`src/hw/rtl/wod_pkg.sv`:
```
package wod_pkg;

   localparam int WHEEL_COUNT = 4;
   localparam int WHEEL_FL = 0;
   localparam int WHEEL_FR = 1;
   localparam int WHEEL_BL = 2;
   localparam int WHEEL_BR = 3;

   localparam int IN_COUNT_WIDTH = 31;
   localparam int THRESH_WIDTH = 31;
   localparam int SCALE_WIDTH = 32;
   localparam int DIST_WIDTH = 32;
   localparam int MAG_WIDTH = 31;
   localparam int FRAC_SHIFT = 8;
   localparam int QUEUE_DEPTH = 4;

   localparam int CSR_INDEX_WIDTH = 3;
   localparam int CSR_DATA_WIDTH = 32;

   localparam logic [CSR_INDEX_WIDTH-1:0] CSR_SCALE_FRONT_LEFT = 3'd0;
   localparam logic [CSR_INDEX_WIDTH-1:0] CSR_SCALE_FRONT_RIGHT = 3'd1;
   localparam logic [CSR_INDEX_WIDTH-1:0] CSR_SCALE_BACK_LEFT = 3'd2;
   localparam logic [CSR_INDEX_WIDTH-1:0] CSR_SCALE_BACK_RIGHT = 3'd3;
   localparam logic [CSR_INDEX_WIDTH-1:0] CSR_WRAP_THRESHOLD = 3'd4;
   localparam logic [CSR_INDEX_WIDTH-1:0] CSR_SPIKE_LIMIT = 3'd5;

   localparam logic [THRESH_WIDTH-1:0] WRAP_THRESHOLD_RESET = 31'd10000;
   localparam logic [THRESH_WIDTH-1:0] SPIKE_LIMIT_RESET = 31'd1000;

   typedef struct packed {
      logic [IN_COUNT_WIDTH-1:0] count_front_left;
      logic [IN_COUNT_WIDTH-1:0] count_front_right;
      logic [IN_COUNT_WIDTH-1:0] count_back_left;
      logic [IN_COUNT_WIDTH-1:0] count_back_right;
      logic                      left_new;
      logic                      right_new;
      logic                      turn_flag;
      logic                      stop_flag;
   } req_item_type;

   typedef struct packed {
      logic signed [DIST_WIDTH-1:0] travel_delta;
      logic signed [DIST_WIDTH-1:0] dist_front_left;
      logic signed [DIST_WIDTH-1:0] dist_front_right;
      logic signed [DIST_WIDTH-1:0] dist_back_left;
      logic signed [DIST_WIDTH-1:0] dist_back_right;
   } rsp_item_type;

   typedef struct packed {
      logic [THRESH_WIDTH-1:0] wrap_threshold;
      logic [THRESH_WIDTH-1:0] spike_limit;
   } thresh_cfg_type;

   typedef logic [WHEEL_COUNT-1:0][SCALE_WIDTH-1:0] scale_set_type;

   typedef struct packed {
      logic [MAG_WIDTH-1:0] mag;
      logic                 neg;
   } wheel_diff_type;

   typedef struct packed {
      wheel_diff_type [WHEEL_COUNT-1:0] wheel;
      logic                             hold;
   } diff_item_type;

endpackage

```
`src/hw/rtl/wod_req_if.sv`:
```
interface wod_req_if;
   logic                  valid;
   logic                  ready;
   wod_pkg::req_item_type data;

   modport source (output valid, output data, input ready);
   modport sink (input valid, input data, output ready);
endinterface

```
`src/hw/rtl/wod_front.sv`:
```
module wod_front #(
   parameter int COUNT_WIDTH = 31
) (
   input  logic                    clock,
   input  logic                    reset,
   wod_req_if.sink                 req_bus,
   input  wod_pkg::thresh_cfg_type thresh,
   input  logic                    queue_full,
   output logic                    push,
   output wod_pkg::diff_item_type  push_data
);
   import wod_pkg::*;

   localparam int DIFF_WIDTH = COUNT_WIDTH + 2;
   localparam int CMP_WIDTH = (DIFF_WIDTH > THRESH_WIDTH) ? DIFF_WIDTH : THRESH_WIDTH;
   localparam logic signed [DIFF_WIDTH-1:0] SPAN = {2'b01, {COUNT_WIDTH{1'b0}}};
   localparam logic [COUNT_WIDTH-1:0] HALF_SPAN = {1'b1, {(COUNT_WIDTH-1){1'b0}}};

   logic                   accept;
   logic [COUNT_WIDTH-1:0] cur [WHEEL_COUNT];
   logic [COUNT_WIDTH-1:0] prev_ff [WHEEL_COUNT];
   logic [COUNT_WIDTH-1:0] prev_in [WHEEL_COUNT];
   logic [MAG_WIDTH-1:0]   wheel_mag [WHEEL_COUNT];
   logic                   wheel_neg [WHEEL_COUNT];

   assign req_bus.ready = !queue_full;
   assign accept = req_bus.valid && !queue_full;
   assign push = accept;

   assign cur[WHEEL_FL] = COUNT_WIDTH'(req_bus.data.count_front_left);
   assign cur[WHEEL_FR] = COUNT_WIDTH'(req_bus.data.count_front_right);
   assign cur[WHEEL_BL] = COUNT_WIDTH'(req_bus.data.count_back_left);
   assign cur[WHEEL_BR] = COUNT_WIDTH'(req_bus.data.count_back_right);

   for (genvar w = 0; w < WHEEL_COUNT; w++) begin : g_wheel
      logic signed [DIFF_WIDTH-1:0] cur_x;
      logic signed [DIFF_WIDTH-1:0] prev_x;
      logic signed [DIFF_WIDTH-1:0] d_direct;
      logic signed [DIFF_WIDTH-1:0] d_wrap;
      logic [DIFF_WIDTH-1:0]        mag_direct;
      logic [DIFF_WIDTH-1:0]        mag_wrap;
      logic [DIFF_WIDTH-1:0]        mag_sel;
      logic                         wrapped;
      logic                         spike_hit;
      logic                         neg_sel;
      logic                         side_new;

      assign side_new = (w == WHEEL_FL || w == WHEEL_BL) ? req_bus.data.left_new
                                                         : req_bus.data.right_new;
      assign cur_x = $signed({2'b00, cur[w]});
      assign prev_x = $signed({2'b00, prev_ff[w]});
      assign d_direct = cur_x - prev_x;
      // recompute across the counter wrap, direction picked by the old count
      assign d_wrap = (prev_ff[w] > HALF_SPAN) ? cur_x - prev_x + SPAN
                                               : cur_x - prev_x - SPAN;
      assign mag_direct = d_direct[DIFF_WIDTH-1] ? -d_direct : d_direct;
      assign mag_wrap = d_wrap[DIFF_WIDTH-1] ? -d_wrap : d_wrap;
      assign wrapped = CMP_WIDTH'(mag_direct) > CMP_WIDTH'(thresh.wrap_threshold);
      assign spike_hit = CMP_WIDTH'(mag_wrap) > CMP_WIDTH'(thresh.spike_limit);

      always_comb begin
         if (!wrapped) begin
            mag_sel = mag_direct;
            neg_sel = d_direct[DIFF_WIDTH-1];
         end else if (spike_hit) begin
            mag_sel = '0;
            neg_sel = 1'b0;
         end else begin
            mag_sel = mag_wrap;
            neg_sel = d_wrap[DIFF_WIDTH-1];
         end
      end

      // magnitude never exceeds the threshold width once filtered
      assign wheel_mag[w] = side_new ? MAG_WIDTH'(mag_sel) : '0;
      assign wheel_neg[w] = side_new && neg_sel;
      assign prev_in[w] = (accept && side_new) ? cur[w] : prev_ff[w];

      always_ff @(posedge clock) begin
         if (reset) begin
            prev_ff[w] <= '0;
         end else begin
            prev_ff[w] <= prev_in[w];
         end
      end
   end

   always_comb begin
      push_data.hold = req_bus.data.turn_flag || req_bus.data.stop_flag;
      for (int w = 0; w < WHEEL_COUNT; w++) begin
         push_data.wheel[w].mag = wheel_mag[w];
         push_data.wheel[w].neg = wheel_neg[w];
      end
   end

   a_left_prev_kept: assert property (@(posedge clock) disable iff (reset)
      accept && !req_bus.data.left_new |=> $stable(prev_ff[WHEEL_FL]) && $stable(prev_ff[WHEEL_BL]))
      else $error("left side counts changed without a fresh sample");

endmodule

```
`src/flat_wrapper.sv`:
```
// flat-port wrapper written by rule: the top's interface ports become plain ports
module wod_front_flat import wod_pkg::*;
#(
   parameter int COUNT_WIDTH = 31
)
  (clock, reset, thresh, queue_full, push, push_data, req_bus_valid, req_bus_data, req_bus_ready);
  wod_req_if req_bus_i ();
  input  logic clock;
  input  logic reset;
  input  wod_pkg::thresh_cfg_type thresh;
  input  logic queue_full;
  output logic push;
  output wod_pkg::diff_item_type push_data;
  input wire logic [$bits(req_bus_i.valid)-1:0] req_bus_valid;
  input wire logic [$bits(req_bus_i.data)-1:0] req_bus_data;
  output wire logic [$bits(req_bus_i.ready)-1:0] req_bus_ready;
  assign req_bus_i.valid = req_bus_valid;
  assign req_bus_i.data = req_bus_data;
  assign req_bus_ready = req_bus_i.ready;
  wod_front #(.COUNT_WIDTH(COUNT_WIDTH)) u_core (.clock(clock), .reset(reset), .req_bus(req_bus_i), .thresh(thresh), .queue_full(queue_full), .push(push), .push_data(push_data));
endmodule
```
`config.mk`:
```
export PLATFORM = sky130hd
export DESIGN_NAME = wod_front_flat
export DESIGN_NICKNAME = d
export VERILOG_FILES = /design/src/hw/rtl/wod_pkg.sv /design/src/hw/rtl/wod_req_if.sv /design/src/hw/rtl/wod_front.sv /design/src/flat_wrapper.sv
export SDC_FILE = /design/constraint.sdc
export NUM_CORES = 1
export LEC_CHECK = 0
export ABC_AREA = 1
export BUFFER_PORTS_ARGS = -buffer_cell sky130_fd_sc_hd__buf_2
export CORE_MARGIN = 2
export CORE_UTILIZATION = 40
export DETAILED_ROUTE_END_ITERATION = 6
export SLEW_MARGIN = 40
export SYNTH_ARGS = -nofsm -noshare
export SYNTH_HDL_FRONTEND = slang
export SYNTH_SLANG_ARGS = --single-unit
```
`constraint.sdc`:
```
create_clock -name clock -period 5.8 [get_ports clock]
set_input_delay 0.87 -clock clock [delete_from_list [all_inputs] [get_ports clock]]
set_output_delay 0.87 -clock clock [all_outputs]
set_load 0.01 [all_outputs]
```
==> results.yml <==
status:
  status: "complete, but fails checks"
  violations: "setup timing"
floorplanning:
  num_io_pins: 325
  initial_utilization_pct: 40.2
  rows: 102
  die_y_microns: 282
  dieArea_sq_mm: 0.0798
  die-width_microns: 282
  core_sq_mm: 0.0771
min_path:
  hp-class: "reg2reg"
synth:
  synthDistinctLibCells: 56
  netlist_top_cells_count: "1,966 x nand2_1, 941 x inv_1, 644 x nor2_1, 442 x nand3_1, 376 x ha_1"
  yosys_warnings: 0
  syn_area_sq_mm: 0.0310
  synth_top_cell_by_area: "nand2_1"
  synth_nets: 6411
  yosysMostFrequentCell: "nand2_1"
  seq_area_frac_synth_pct: 8.01
  yosysTopAreaCellShare_pct: 23.8
  synth_area_leaders: "nand2_1 24%, ha_1 15%, inv_1 11%"
  synth_edf_count: 0
  ys_dominant_reg_cell: "dfxtp_1"
  synth_seq_cells: 124
  async_flop_share_pct: 0
  syn_inst: 5837
  synth_area_per_cell_sq_um: 5.31
cells_and_area:
  final_cells: 8499
  final_nets: 8018
  reg_top3: "u_core.prev_ff: 124 flops"
  largest_reg_flops: 124
  stdcell_area_sq_mm: 0.0504
  top_register: "u_core.prev_ff"
  layout-drive-gt1-share_pct: 37.6
  syn_to_final_growth_pct: 62.4
global_routing:
  grt_max_degree: 123
  first_global_vias: 39875
  antenna_found_initial: 2
  grt_use_total_pct: 35.0
  grt_pass1_wl_mm: 216
  overflow: 0
worst_setup_path:
  crit_fanout: 7
  cp.required_ns: 4.93
  cp-start-kind: "input pin"
  slowest_delay_ns: 0.61
  worstPathArrival_ns: 5.59
  critical_path_class: "in2out"
  cp_slowest_cell: "fa_2"
  cp-end-kind: "output port"
timing:
  tightestPinTransition_ns: 0.773
  fin_skew_ns: 0
  fmax_ghz: 0.155
  relSlewSlack_pct: 48.4
  drv_slew: 0
  period_share_pct: 111
  rsz0062_at_grt: "true"
  timing.final.crit_period_ns: 6.46
  hold_viol: 0
  fin_tns_setup_ns: -62.35
  setup_viol: 128
  timing.final.ws_setup_ns: -0.657
routing:
  viasPerCell: 5.19
  drtAntennaViolNets: 0
  drtIter0Drc: 3461
  dr.pass1.iters: 6
  vias: 44119
  wl_per_cell_microns: 17.5
  wl_mm: 149
  drc_errors: 0
place:
  dpl.hpwl_mm: 118
  gp_congestion: 1.01
  io_buffers: 324
  placed_area_sq_mm: 0.0426
  post-place-ws_ns: -0.975
  dp_cells: 8273
cts:
  htreeDepth: 4
  numCtsBuffers: 17
  clockBufferDepth: 2
  clock_sinks: 124
  root_buffer: "clkbuf_16"
  hold_buffers: 0
  clk_latency_ns: 0.51
  cts_tree: "built"
  path_clk_slew_ns: 0.07
pwr:
  leakagePower_uw: 0.0266
  p_total_uw: 11900
  powerDensity_mw_per_mm2: 236
  ir_drop_mv: 0.269
job:
  maxCapViolations: 0
==> layer usage <==
layer  vias up  share of wire, %  track usage, %
met3       335               8.8            6.83
met5         -             0.017               0
met2      1709                44            55.7
li1      21912                 -               -
met1     20161                43            46.5
met4         2               4.2            13.1
==> layout make-up <==
| type | instances | area [sq um] |
|---|---|---|
| multi-input combinational | 4604 | 28700 |
| fill | 7365 | 26700 |
| timing repair buffer | 1716 | 13500 |
| inverter | 980 | 3730 |
| sequential | 124 | 2480 |
| tap | 1040 | 1300 |
| clock buffer | 17 | 425 |
| clock inverter | 15 | 188 |
| timing repair inverter | 1 | 6.26 |
| antenna | 2 | 5.00 |
==> cells by family (layout without fill, tap and decap cells) <==
family	count (synthesis)	count (layout)	share of synthesized area, %
adder cells (fa/ha/maj)	380	380	15.4
other	0	2	0
XOR/XNOR	52	52	1.54
AO/OA/AOI/OAI	655	655	12.1
buffers and inverters	1111	2729	14.0
AND/OR/NAND/NOR	3515	3517	48.9
flip-flops	124	124	8.01
==> power by group <==
part / internal [uW] / switching, uW / total, uW
Clock: 680 / 532 / 1210
Sequential: 896 / 21.9 / 918
Combinational: 4410 / 5360 / 9760
==> worst max-delay path, delay by kind of cell <==
family / cells / cell delay, ns
adders and majority gates: 4 / 1.24
buffers and inverters: 8 / 0.86
and+or+nand+nor: 17 / 1.62
AOI/OAI and AO/OA: 6 / 0.84
xor gates and xnor gates: 1 / 0.14
==> stage by stage <==
stage                     hold slack [ns]  utilization (%)
final                               0.486             65.3
after global routing                0.502             65.3
after CTS                           0.488             60.5
after detailed placement            0.472             55.2
after global placement              0.471             55.2
after floorplan                     0.456                -
==> timing repair <==
item	4_1_cts	5_1_grt
cloned	14	7
hold endpoints to repair	0	0
endpoints found under the setup margin	128	128
buffers inserted	107	82
pin swaps	165	289
resized for setup	601	748
==> final timing paths <==
check,start,to,slack (ns),cells past startpoint
worst max-delay path,req_bus_data[97],push_data[26],-0.66,36
worst min-delay path,u_core.prev_ff[1][18]$_SDFFE_PP0P_,u_core.prev_ff[1][18]$_SDFFE_PP0P_,0.49,2
worst min register to register,u_core.prev_ff[1][18]$_SDFFE_PP0P_,u_core.prev_ff[1][18]$_SDFFE_PP0P_,0.49,2
worst max register to register,u_core.prev_ff[1][27]$_SDFFE_PP0P_,u_core.prev_ff[1][27]$_SDFFE_PP0P_,4.85,2
==> cells in the final DEF, fill, tap and decap left out, types with 142 or more instances in the layout <==
cell        n
a21oi_1   142
buf_2     249
buf_4    1284
ha_1      283
inv_1     895
nand2_1  1745
nand2_2   246
nand3_1   355
nand4_1   150
nor2_1    475
Power figures use the tool's default switching activity.
