## src/hw/rtl/wod_pkg.sv

```systemverilog
package wod_pkg;

   localparam int WHEEL_COUNT = 4;
   localparam int WHEEL_FL = 0;
   localparam int WHEEL_FR = 1;
   localparam int WHEEL_BL = 2;
   localparam int WHEEL_BR = 3;

   localparam int IN_COUNT_WIDTH = 31;
   localparam int THRESH_WIDTH = 31;
   localparam int SCALE_WIDTH = 32;
   localparam int DIST_WIDTH = 32;
   localparam int MAG_WIDTH = 31;
   localparam int FRAC_SHIFT = 8;
   localparam int QUEUE_DEPTH = 4;

   localparam int CSR_INDEX_WIDTH = 3;
   localparam int CSR_DATA_WIDTH = 32;

   localparam logic [CSR_INDEX_WIDTH-1:0] CSR_SCALE_FRONT_LEFT = 3'd0;
   localparam logic [CSR_INDEX_WIDTH-1:0] CSR_SCALE_FRONT_RIGHT = 3'd1;
   localparam logic [CSR_INDEX_WIDTH-1:0] CSR_SCALE_BACK_LEFT = 3'd2;
   localparam logic [CSR_INDEX_WIDTH-1:0] CSR_SCALE_BACK_RIGHT = 3'd3;
   localparam logic [CSR_INDEX_WIDTH-1:0] CSR_WRAP_THRESHOLD = 3'd4;
   localparam logic [CSR_INDEX_WIDTH-1:0] CSR_SPIKE_LIMIT = 3'd5;

   localparam logic [THRESH_WIDTH-1:0] WRAP_THRESHOLD_RESET = 31'd10000;
   localparam logic [THRESH_WIDTH-1:0] SPIKE_LIMIT_RESET = 31'd1000;

   typedef struct packed {
      logic [IN_COUNT_WIDTH-1:0] count_front_left;
      logic [IN_COUNT_WIDTH-1:0] count_front_right;
      logic [IN_COUNT_WIDTH-1:0] count_back_left;
      logic [IN_COUNT_WIDTH-1:0] count_back_right;
      logic                      left_new;
      logic                      right_new;
      logic                      turn_flag;
      logic                      stop_flag;
   } req_item_type;

   typedef struct packed {
      logic signed [DIST_WIDTH-1:0] travel_delta;
      logic signed [DIST_WIDTH-1:0] dist_front_left;
      logic signed [DIST_WIDTH-1:0] dist_front_right;
      logic signed [DIST_WIDTH-1:0] dist_back_left;
      logic signed [DIST_WIDTH-1:0] dist_back_right;
   } rsp_item_type;

   typedef struct packed {
      logic [THRESH_WIDTH-1:0] wrap_threshold;
      logic [THRESH_WIDTH-1:0] spike_limit;
   } thresh_cfg_type;

   typedef logic [WHEEL_COUNT-1:0][SCALE_WIDTH-1:0] scale_set_type;

   typedef struct packed {
      logic [MAG_WIDTH-1:0] mag;
      logic                 neg;
   } wheel_diff_type;

   typedef struct packed {
      wheel_diff_type [WHEEL_COUNT-1:0] wheel;
      logic                             hold;
   } diff_item_type;

endpackage

```

## src/hw/rtl/wod_queue.sv

```systemverilog
module wod_queue (
   input  logic                   clock,
   input  logic                   reset,
   input  logic                   push,
   input  wod_pkg::diff_item_type push_data,
   output logic                   full,
   input  logic                   pop,
   output logic                   pop_valid,
   output wod_pkg::diff_item_type pop_data
);
   import wod_pkg::*;

   localparam int PTR_WIDTH = $clog2(QUEUE_DEPTH);
   localparam int CNT_WIDTH = PTR_WIDTH + 1;
   localparam logic [CNT_WIDTH-1:0] COUNT_MAX = CNT_WIDTH'(QUEUE_DEPTH);

   diff_item_type        entries_ff [QUEUE_DEPTH];
   logic [PTR_WIDTH-1:0] wr_ptr_ff, wr_ptr_in;
   logic [PTR_WIDTH-1:0] rd_ptr_ff, rd_ptr_in;
   logic [CNT_WIDTH-1:0] count_ff, count_in;

   assign full = (count_ff == COUNT_MAX);
   assign pop_valid = (count_ff != '0);
   assign pop_data = entries_ff[rd_ptr_ff];

   always_comb begin
      wr_ptr_in = push ? wr_ptr_ff + 1'b1 : wr_ptr_ff;
      rd_ptr_in = pop ? rd_ptr_ff + 1'b1 : rd_ptr_ff;
      unique case ({push, pop})
         2'b10:   count_in = count_ff + 1'b1;
         2'b01:   count_in = count_ff - 1'b1;
         default: count_in = count_ff;
      endcase
   end

   always_ff @(posedge clock) begin
      if (reset) begin
         wr_ptr_ff <= '0;
         rd_ptr_ff <= '0;
         count_ff <= '0;
      end else begin
         wr_ptr_ff <= wr_ptr_in;
         rd_ptr_ff <= rd_ptr_in;
         count_ff <= count_in;
      end
   end

   always_ff @(posedge clock) begin
      if (push) begin
         entries_ff[wr_ptr_ff] <= push_data;
      end
   end

   a_count_bound: assert property (@(posedge clock) disable iff (reset)
      count_ff <= COUNT_MAX)
      else $error("queue fill count beyond depth");

   a_count_grows: assert property (@(posedge clock) disable iff (reset)
      push && !pop |=> count_ff == $past(count_ff) + 1'b1)
      else $error("queue fill count missed a push");

endmodule

```

## config.mk

```make
export PLATFORM = sky130hd
export DESIGN_NAME = wod_queue
export DESIGN_NICKNAME = d
export VERILOG_FILES = /design/src/hw/rtl/wod_pkg.sv /design/src/hw/rtl/wod_queue.sv
export SDC_FILE = /design/constraint.sdc
export NUM_CORES = 1
export LEC_CHECK = 0
export BUFFER_PORTS_ARGS = -buffer_cell sky130_fd_sc_hd__buf_2
export CAP_MARGIN = 20
export CORE_AREA = 2 2 208 169
export DETAILED_ROUTE_END_ITERATION = 7
export DIE_AREA = 0 0 210 171
export HOLD_SLACK_MARGIN = 0.06
export PLACE_DENSITY = 0.79
export SLEW_MARGIN = 20
export SYNTH_ARGS = -nofsm -noshare
export SYNTH_HDL_FRONTEND = slang
export SYNTH_SLANG_ARGS = --single-unit
```

## constraint.sdc

```tcl
create_clock -name clock -period 4.7 [get_ports clock]
set_clock_uncertainty 0.2 [all_clocks]
set_input_delay 0.235 -clock clock [delete_from_list [all_inputs] [get_ports clock]]
set_output_delay 0.235 -clock clock [all_outputs]
set_load 0.005 [all_outputs]
```

==> metrics.txt, run 1 <==
Post-Syn Area around 19,000 sq um; leading area contributor after synthesis edfxtp_1; register area 15,700 sq um; Placer Congestion just over 0.7; PwrDens between 400 and 500 nW/um^2; Tot GR Track Use 21.0%; Area Growth Syn to Fin 25.0%; endpoints failing hold 0; sw frac a little over a fifth; HP Class input port to flip-flop; layout cells sized above 1 approximately two fifths; Routed Antenna Nets 0; Critical Path RT 4.26 ns; Core ar. approximately 34,000 sq um; Mapped Cells ~700; WL final 37,500 um; Slew Viols, Final 0; CTS Buffer Depth 3; fillcell total 1,930; Synth area leaders edfxtp_1, mux4_2, dfxtp_1; final setup vio count 0; post-CTS setup buffers 0; Pwr Total 10,300 uW; CP max stage cell dfxtp_4; Synth Area in XOR/XNOR less than 1%; max-cap viol count 0; largest family of logic cells by synthesized area multiplexers; WHS 0.233 ns; chip height around 170 um; Compound-Gate Fraction of Synth Area less than 1%; number of global-route vias before repair ~9,600; pin count of the biggest net entering global routing 71; total CTS buffers 48; CP Launch Type flip-flop; Ys Warns 0; DIE WIDTH approximately 210 um; Mapped Avg Cell Area about 27 sq um; fin crit share 65.8%; Adder-Cell Fraction of Synth Area 0.434%; number of DRC markers in iteration 0 roughly 790; post-route insts no fill 1,627; status completed; Slew @ Worst Pin ~1 ns; reg-to-reg startpoint wr_ptr_ff[0]; RSZ-0062 raised after global routing no; via count just over 9,000; Leak Pwr a little over 0.008 uW; total gr overflow 0; drt via density about 5.6; internal power between 8000 and 9000 uW; WS Path Type flip-flop to output pin; WP data arrival about 2.7 ns; clock network latency to the later pin of the worst-skew pair between 0.5 and 0.6 ns; global-route wire length before repair about 56,000 um; I/O pins about 260; Max rail drop VDD approximately 0.48 mV; post-DP HPWL 20,600 um; drt wl/cell 23.0 um; Initial Util a little under three fifths; Synthesized Nets roughly 860; initial antenna violation count 1; relative slew slack roughly a third; Die ar. about 36,000 sq um; Clk pwr share a little under two fifths; CTS tree yes; CTS H-Tree Depth 2; Worst Min Path Start push_data[101]; DRT Pass-1 Iters 7; placed cells 1,403; post-layout minimum cycle time a little over 3 ns; Yosys top cell area share 81.3%; total negative slack 0 ns; sequential area share after synthesis 82.3%; CP cell instances buf_12, mux4_2, buf_2; post-synth cell types 20; Flop pwr share 53.0%; Residual DRC 0; mux contribution to synthesized area between 15 and 20%; Max FO, Critical Path 41; Max stage delay on crit path 0.93 ns; combinational power share under 10%; Worst-path clk slew 0.06 ns; Post-Synth Simple-Gate Area less than 1%; fmax 0.323 GHz; Setup crit end kind output pin; flops & latches, synth between 500 and 600; number of port buffers about 260; Multi-input gate area 3150 sq um; CTS Root Cell clkbuf_16; sinks on the clock net 525; Final nets about 1,300; Row Count a little over 60; Psw ~2200 uW
[metrics by stage]
step	area, sq um	worst slack (ns)	util (%)
2_1_floorplan	19000	0.494	-
3_3_place_gp	20900	2.13	61.2
3_5_place_dp	20900	2.09	61.2
4_1_cts	23800	1.47	69.8
5_1_grt	23800	1.39	69.8
6_report	23800	1.61	69.8
[layer usage]
| layer | GRT usage, % | share of wire (%) | up-vias |
|---|---|---|---|
| met1 | 28.3 | 40 | 4719 |
| met4 | 5.37 | 1.6 | 0 |
| met2 | 35.0 | 51 | 352 |
| li1 | - | - | 3959 |
| met5 | 0 | 0 | - |
| met3 | 5.30 | 7.9 | 48 |
[critical path: cells and delay by family, from the launching register on]
kind,cells,cell delay (ns)
flops,1,0.93
buf+inv,2,0.55
mux,1,0.55
[power groups by stage]
stage / combinational (uW) / clock, uW / sequential (uW)
floorplan: 516 / 0 / 5540
global placement: 852 / 0 / 5560
detailed placement: 870 / 0 / 5570
CTS: 969 / 3950 / 5480
global route: 1040 / 4140 / 5490
finish: 962 / 3890 / 5470
[logic make-up (layout without fill, tap and decap cells)]
| logic type | Yosys count | after routing |
|---|---|---|
| compound gates | 2 | 2 |
| xor+xnor | 5 | 5 |
| fa+ha+maj | 6 | 6 |
| buf+inv | 32 | 501 |
| flops | 525 | 525 |
| mux | 131 | 131 |
| other cells | 0 | 1 |
| simple gates | 15 | 15 |
[synth_stat cells]
cell	number
a21oi_1	1
dfxtp_1	9
buf_2	9
clkbuf_1	5
or3_1	2
o21ai_0	1
fa_1	1
buf_4	2
mux2i_1	2
buf_6	13
nand2_1	1
xor2_1	2
and2_1	4
nor3b_1	1
edfxtp_1	516
xnor2_1	3
inv_1	3
mux4_2	129
nor2_1	7
ha_1	5
[path summary, 6_finish.rpt]
path	end	slack [ns]	cells past startpoint
setup / recovery	pop_data[9]	1.61	3
hold / removal	entries_ff[3][101]	0.23	2
setup reg to reg	entries_ff[0][20]	2.40	4
hold reg to reg	count_ff[2]	0.30	2
[repair_timing]
action / in CTS / in global routing
hold endpoints to repair: 530 / 0
hold buffers: 133 / 0
gates resized for setup: 0 / 0
[layout by cell type, fill, tap and decap left out, types with 6 or more instances in the layout]
| master | instances |
|---|---|
| nor2_1 | 7 |
| mux4_2 | 129 |
| dfxtp_1 | 7 |
| dlygate4sd3_1 | 133 |
| buf_12 | 7 |
| clkbuf_16 | 50 |
| bufinv_16 | 6 |
| clkinv_1 | 12 |
| buf_2 | 263 |
| clkbuf_1 | 16 |
| edfxtp_1 | 516 |
[flip-flops by register name, indices dropped and copies added (netlist names), named ones only]
| register | count |
|---|---|
| rd_ptr_ff | 2 |
| entries_ff | 516 |
| wr_ptr_ff | 2 |
| count_ff | 3 |
[cell type report]
class                           count  area share, %
Antenna cell                        1         0.0105
Clock buffer                       66           5.51
Timing Repair Buffer              408           11.9
Inverter                            3         0.0473
Sequential cell                   525           65.9
Clock inverter                     24           1.15
Multi-Input combinational cell    159           13.2
Tap cell                          441           2.32
Power figures use the tool's default switching activity.
==> run 2, diff against run 1 <==
- clock period: 4.7 -> 3.16 ns (I/O delays scaled with it)
==> run 2 against run 1 <==
Against the previous run:
- core utilization is 0.41 points higher
- global-route usage rose by 0.98 points
- final cell count is 0.31% higher
- count of clock-buffer cells in the layout decreased by 4
- critical path depth stayed put
- via count up 1.8%
- flip-flop and latch count unchanged
- register-to-register slack worse by 1.4 ns
- worst hold slack worse by 0.095 ns
- total power rose by 51%
- non-clock buffer count up 3
- largest cell class unchanged
==> metrics.txt, run 2 (synthesis gave the netlist of run 1 again) <==
Post-CTS Resized 0; total gr overflow 0; Max FO, Critical Path 40; worst r2r path cells 5; number of global-route vias before repair just under 10,000; Area Growth Syn to Fin 25.7%; CP Launch Type flip-flop; WP data arrival between 2 and 2.5 ns; PwrDens 649 nW/um^2; fmax ~0.37 GHz; HP Class input port to flip-flop; GR Util met1 a little under 30%; final setup vio count 0; Top Registers entries_ff: 516 flops, count_ff: 3 flops; I/O pins around 260; layout cells sized above 1 between 40% and 50%; CTS H-Tree Depth 2; Row Count 61; sinks on the clock net approximately 530; via count 9,237; status completed; register area roughly 16,000 sq um; post-layout minimum cycle time 2.69 ns; DRT Pass-1 Iters 5; drt via density roughly 5.7; chip height 171 um; clock network latency to the later pin of the worst-skew pair 0.56 ns; Slew Viols, Final 0; DIE WIDTH 210 um; number of port buffers roughly 260; Setup crit end pop_data[107]; global-route wire length before repair approximately 59,000 um; fillcell total between 1,500 and 2,000; RSZ-0062 raised after global routing no; Final nets 1,287; Reg2Reg Capture Point count_ff[2]; pin count of the biggest net entering global routing 63; Critical Path RT 2.80 ns; number of DRC markers in iteration 0 about 770; reg-to-reg startpoint count_ff[0]; endpoints failing hold 0; most common cell after layout, fill and taps aside edfxtp_1; CTS Buffer Depth 3; met3 usage approximately 5.2%; Slew @ Worst Pin 0.486 ns; grt met2 use approximately 37%; CTS tree yes; Routed Antenna Nets 0; initial antenna violation count 3; WHS between 0.1 and 0.15 ns; Tot GR Track Use between 20% and 30%; register with the most flip-flops entries_ff; Residual DRC 0; fin crit share around 85%; Max rail drop VDD 0.572 mV; total CTS buffers 48; post-DP HPWL 21,500 um; flop2flop setup slack ~0.98 ns; Initial Util about 56%; CTS Root Cell clkbuf_16; drt wl/cell around 24 um; Setup crit end kind output pin; Placer Congestion slightly above 0.7; WS Path Type flip-flop to output pin; max-cap viol count 0; Core ar. about 34,000 sq um; Worst-path clk slew 0.06 ns; relative slew slack between 60% and 70%; WL final 39,400 um; Die ar. between 30,000 and 40,000 sq um; max reg flops a little over 500; Multi-input gate area ~3100 sq um; Most Used Layer, Global Route met2; Leak Pwr a little over 0.008 uW; total negative slack 0 ns; commonest cells after routing, fill and taps aside edfxtp_1, buf_2, dlygate4sd3_1, mux4_2, clkbuf_16
run 2: cell types whose count changed in the layout (fill, tap and decap cells not counted), sizes merged:
| cell | delta |
|---|---|
| dlygate4sd3 | +1 |
| clkinv | -1 |
| diode | +2 |
| clkinvlp | +1 |
| clkbuf | -4 |
| bufinv | +1 |
| inv | +3 |
| buf | +2 |
run 2: how the worst min path moves through the flow:
stage / from / to / slack, ns / cells past startpoint
after floorplan: push_data[0] / entries_ff[0][0] / 0.06 / 0
after global placement: push_data[15] / entries_ff[0][15] / 0.17 / 1
after detailed placement: push_data[118] / entries_ff[3][118] / 0.17 / 1
after CTS: push_data[40] / entries_ff[2][40] / 0.12 / 2
after global routing: push_data[7] / entries_ff[3][7] / 0.14 / 2
final: push_data[42] / entries_ff[3][42] / 0.14 / 2
run 2: metal layers:
layer  wire [um]  up-vias
met5           0        -
met4         661        0
met3        2860       51
met2       20200      394
met1       15600     4822
li1            -     3970
run 2: critical path, cell delays in order (launching register included):
cell and delay [ns]:
dfxtp_4 0.59, buf_12 0.35, mux4_2 0.62, buf_2 0.17
run 2: metrics by stage:
step	utilization (%)	worst slack [ns]	power, uW	instances	instance area, sq um
2_1_floorplan	-	0.390	8980	716	19100
3_3_place_gp	61.5	1.06	9560	1405	21000
3_5_place_dp	61.5	1.04	9610	1405	21000
4_1_cts	70.2	0.425	15600	1629	23900
5_1_grt	70.2	0.331	16000	1631	23900
6_report	70.2	0.467	15500	1632	23900
run 2: repair_timing:
| action | in CTS | in global routing |
|---|---|---|
| hold buffers | 134 | 0 |
| hold endpoints to repair | 590 | 0 |
| buffers inserted | 0 | 0 |
run 2: final cells by class:
class	instances	share of cell area, %
Antenna cell	3	0.0314
Clock buffer	62	5.41
Clock inverter	28	1.36
Inverter	3	0.0470
Multi-Input combinational cell	159	13.1
Sequential cell	525	65.5
Tap cell	441	2.30
Timing Repair Buffer	411	12.2
run 2: report_power, final:
| part | internal (uW) | total [uW] | switching [uW] |
|---|---|---|---|
| Clock | 3480 | 5920 | 2440 |
| Combinational | 775 | 1510 | 731 |
| Sequential | 8000 | 8110 | 113 |
| Total | 12300 | 15500 | 3290 |
==> run 3, diff against run 2 <==
==> constraint.sdc (replaced) <==
create_clock -name clock -period 3.16 [get_ports clock]
set_clock_uncertainty 0.2 [all_clocks]
set_input_delay 0.474 -clock clock [delete_from_list [all_inputs] [get_ports clock]]
set_output_delay 0.474 -clock clock [all_outputs]
set_load 0.005 [all_outputs]
==> run 3 against run 2 <==
Against the previous run:
- clock power decreased by 6.9%
- worst setup slack got worse by 0.25 ns
- critical path depth increased by 1
- largest cell class unchanged
- flip-flop and latch count unchanged
- highest routed layer unchanged
- count of clock-buffer cells in the layout unchanged
- non-clock buffer count increased by 22
- largest power group unchanged
- global-route usage about the same
- first-iteration DRC count decreased by 8.5%
==> metrics.txt, run 3 (synthesis gave the netlist of run 1 again) <==
total gr overflow 0; Multi-input gate area about 3100 sq um; Leak Pwr approximately 0.0082 uW; reg-to-reg startpoint wr_ptr_ff[0]; CTS tree yes; post-CTS setup buffers 0; I/O pins 264; worst r2r path cells 4; WHS between 0.1 and 0.15 ns; max reg flops 516; CP Launch Type flip-flop; total CTS buffers 48; Post-CTS Resized 0; sinks on the clock net roughly 530; layout cells sized above 1 between 40 and 50%; Row Count just over 60; CP cell instances buf_12, buf_12, mux4_2, buf_2; Area Growth Syn to Fin 26.0%; WL final between 30,000 and 40,000 um; clock network latency to the later pin of the worst-skew pair around 0.55 ns; chip height 171 um; Die ar. about 36,000 sq um; pin count of the biggest net entering global routing 62; Core ar. ~34,000 sq um; Psw 3200 uW; max-cap viol count 0; register area ~16,000 sq um; CP max stage cell mux4_2; CP most frequent cell buf_12; DRT Pass-1 Iters 4; CP Depth 4; drt wl/cell between 20 and 25 um; crit path buf inv count 3; sw frac 21.1%; via count just over 9,000; DIE WIDTH between 200 and 250 um; most common cell after layout, fill and taps aside edfxtp_1; Slew @ Worst Pin between 0.6 and 0.7 ns; global-route wire length before repair roughly 58,000 um; Final nets ~1,300; CTS Root Cell clkbuf_16; fmax roughly 0.34 GHz; number of port buffers between 200 and 300; relative slew slack a little under 60%; HP Class input port to flip-flop; commonest cells after routing, fill and taps aside edfxtp_1, buf_2, dlygate4sd3_1, mux4_2, clkbuf_16; fin crit share about 93%; Setup crit end kind output pin; Placer Congestion approximately 0.72; Tot GR Track Use between 20% and 30%; CTS Buffer Depth 3; WP data arrival about 2.3 ns; Routed Antenna Nets 0; number of DRC markers in iteration 0 706; register with the most flip-flops entries_ff; Residual DRC 0; post-DP HPWL roughly 22,000 um; Worst-path clk slew around 0.06 ns; drt via density about 5.6; endpoints failing hold 0; total negative slack 0 ns; RSZ-0062 raised after global routing no; cell family with most CP delay buffers and inverters; Setup crit end pop_data[73]; Max FO, Critical Path 25; Slew Viols, Final 0; Reg2Reg Capture Point entries_ff[0][51]; fillcell total roughly 1,900; Max stage delay on crit path ~0.57 ns; final setup vio count 0; PwrDens 632 nW/um^2; Initial Util a little under three fifths; WS Path Type flip-flop to output pin; Max rail drop VDD approximately 0.53 mV; CTS H-Tree Depth 2; fin util 70.3%; internal power about 12,000 uW; status completed; Clk pwr share between 30% and 40%; Critical Path RT around 2.5 ns; number of global-route vias before repair 9,928; flop2flop setup slack ~1.1 ns; Top Registers entries_ff: 516 flops, count_ff: 3 flops; Flop pwr share a little over half; initial antenna violation count 3; post-layout minimum cycle time ~3 ns; combinational power share about a tenth
==> run 3: layout make-up <==
class                   count  share of cell area (%)
repair buffers            433                    13.0
well taps                 441                    2.30
multi-input cells         159                    13.1
diodes                      3                  0.0313
clock inverters            22                   0.845
clock buffers              62                    5.31
inverters                   3                  0.0469
flip-flops and latches    525                    65.3
==> run 3: worst min-delay path by stage <==
stage                      startpoint           end  slack, ns  cells after the start
after floorplan           count_ff[2]   count_ff[2]       0.26                      2
after CTS                        push  wr_ptr_ff[0]       0.09                      3
final                            push  wr_ptr_ff[0]       0.13                      3
after detailed placement  count_ff[2]   count_ff[2]       0.28                      2
after global placement    count_ff[2]   count_ff[2]       0.28                      2
after global routing             push  wr_ptr_ff[0]       0.13                      3
==> run 3: worst register-to-register path, stage by stage (launching register included) <==
cell and delay (ns):
dfxtp_1 0.35, inv_1 0.10, ha_1 0.16, and2_4 0.53, buf_4 0.37
==> run 3: layer usage <==
metal  track usage (%)  vias up  routed length, um
met2              37.5      398              20000
met4              5.06        0                573
met5                 0        -                  0
li1                  -     4007                  -
met1              29.0     4801              15700
met3              5.51       49               3040
==> run 3: per-stage QoR <==
step	setup slack [ns]	area [sq um]	cells	power, uW
final	0.216	24000	1648	15200
after global routing	0.0922	24000	1647	15700
after CTS	0.178	24000	1645	15300
after detailed placement	0.779	21200	1430	9650
after global placement	0.794	21200	1430	9600
after floorplan	0.390	19100	716	8980
==> run 3: power by group through the flow <==
stage	clock network [uW]	registers (uW)	logic (uW)
2_1_floorplan	0	8210	768
3_5_place_dp	0	8250	1410
3_3_place_gp	0	8220	1380
5_1_grt	5890	8120	1660
6_report	5510	8100	1550
4_1_cts	5600	8100	1560
==> run 3: what timing repair did <==
action                                  CTS  global route
hold endpoints to repair                525             0
hold buffers                            131             0
endpoints found under the setup margin    0             0
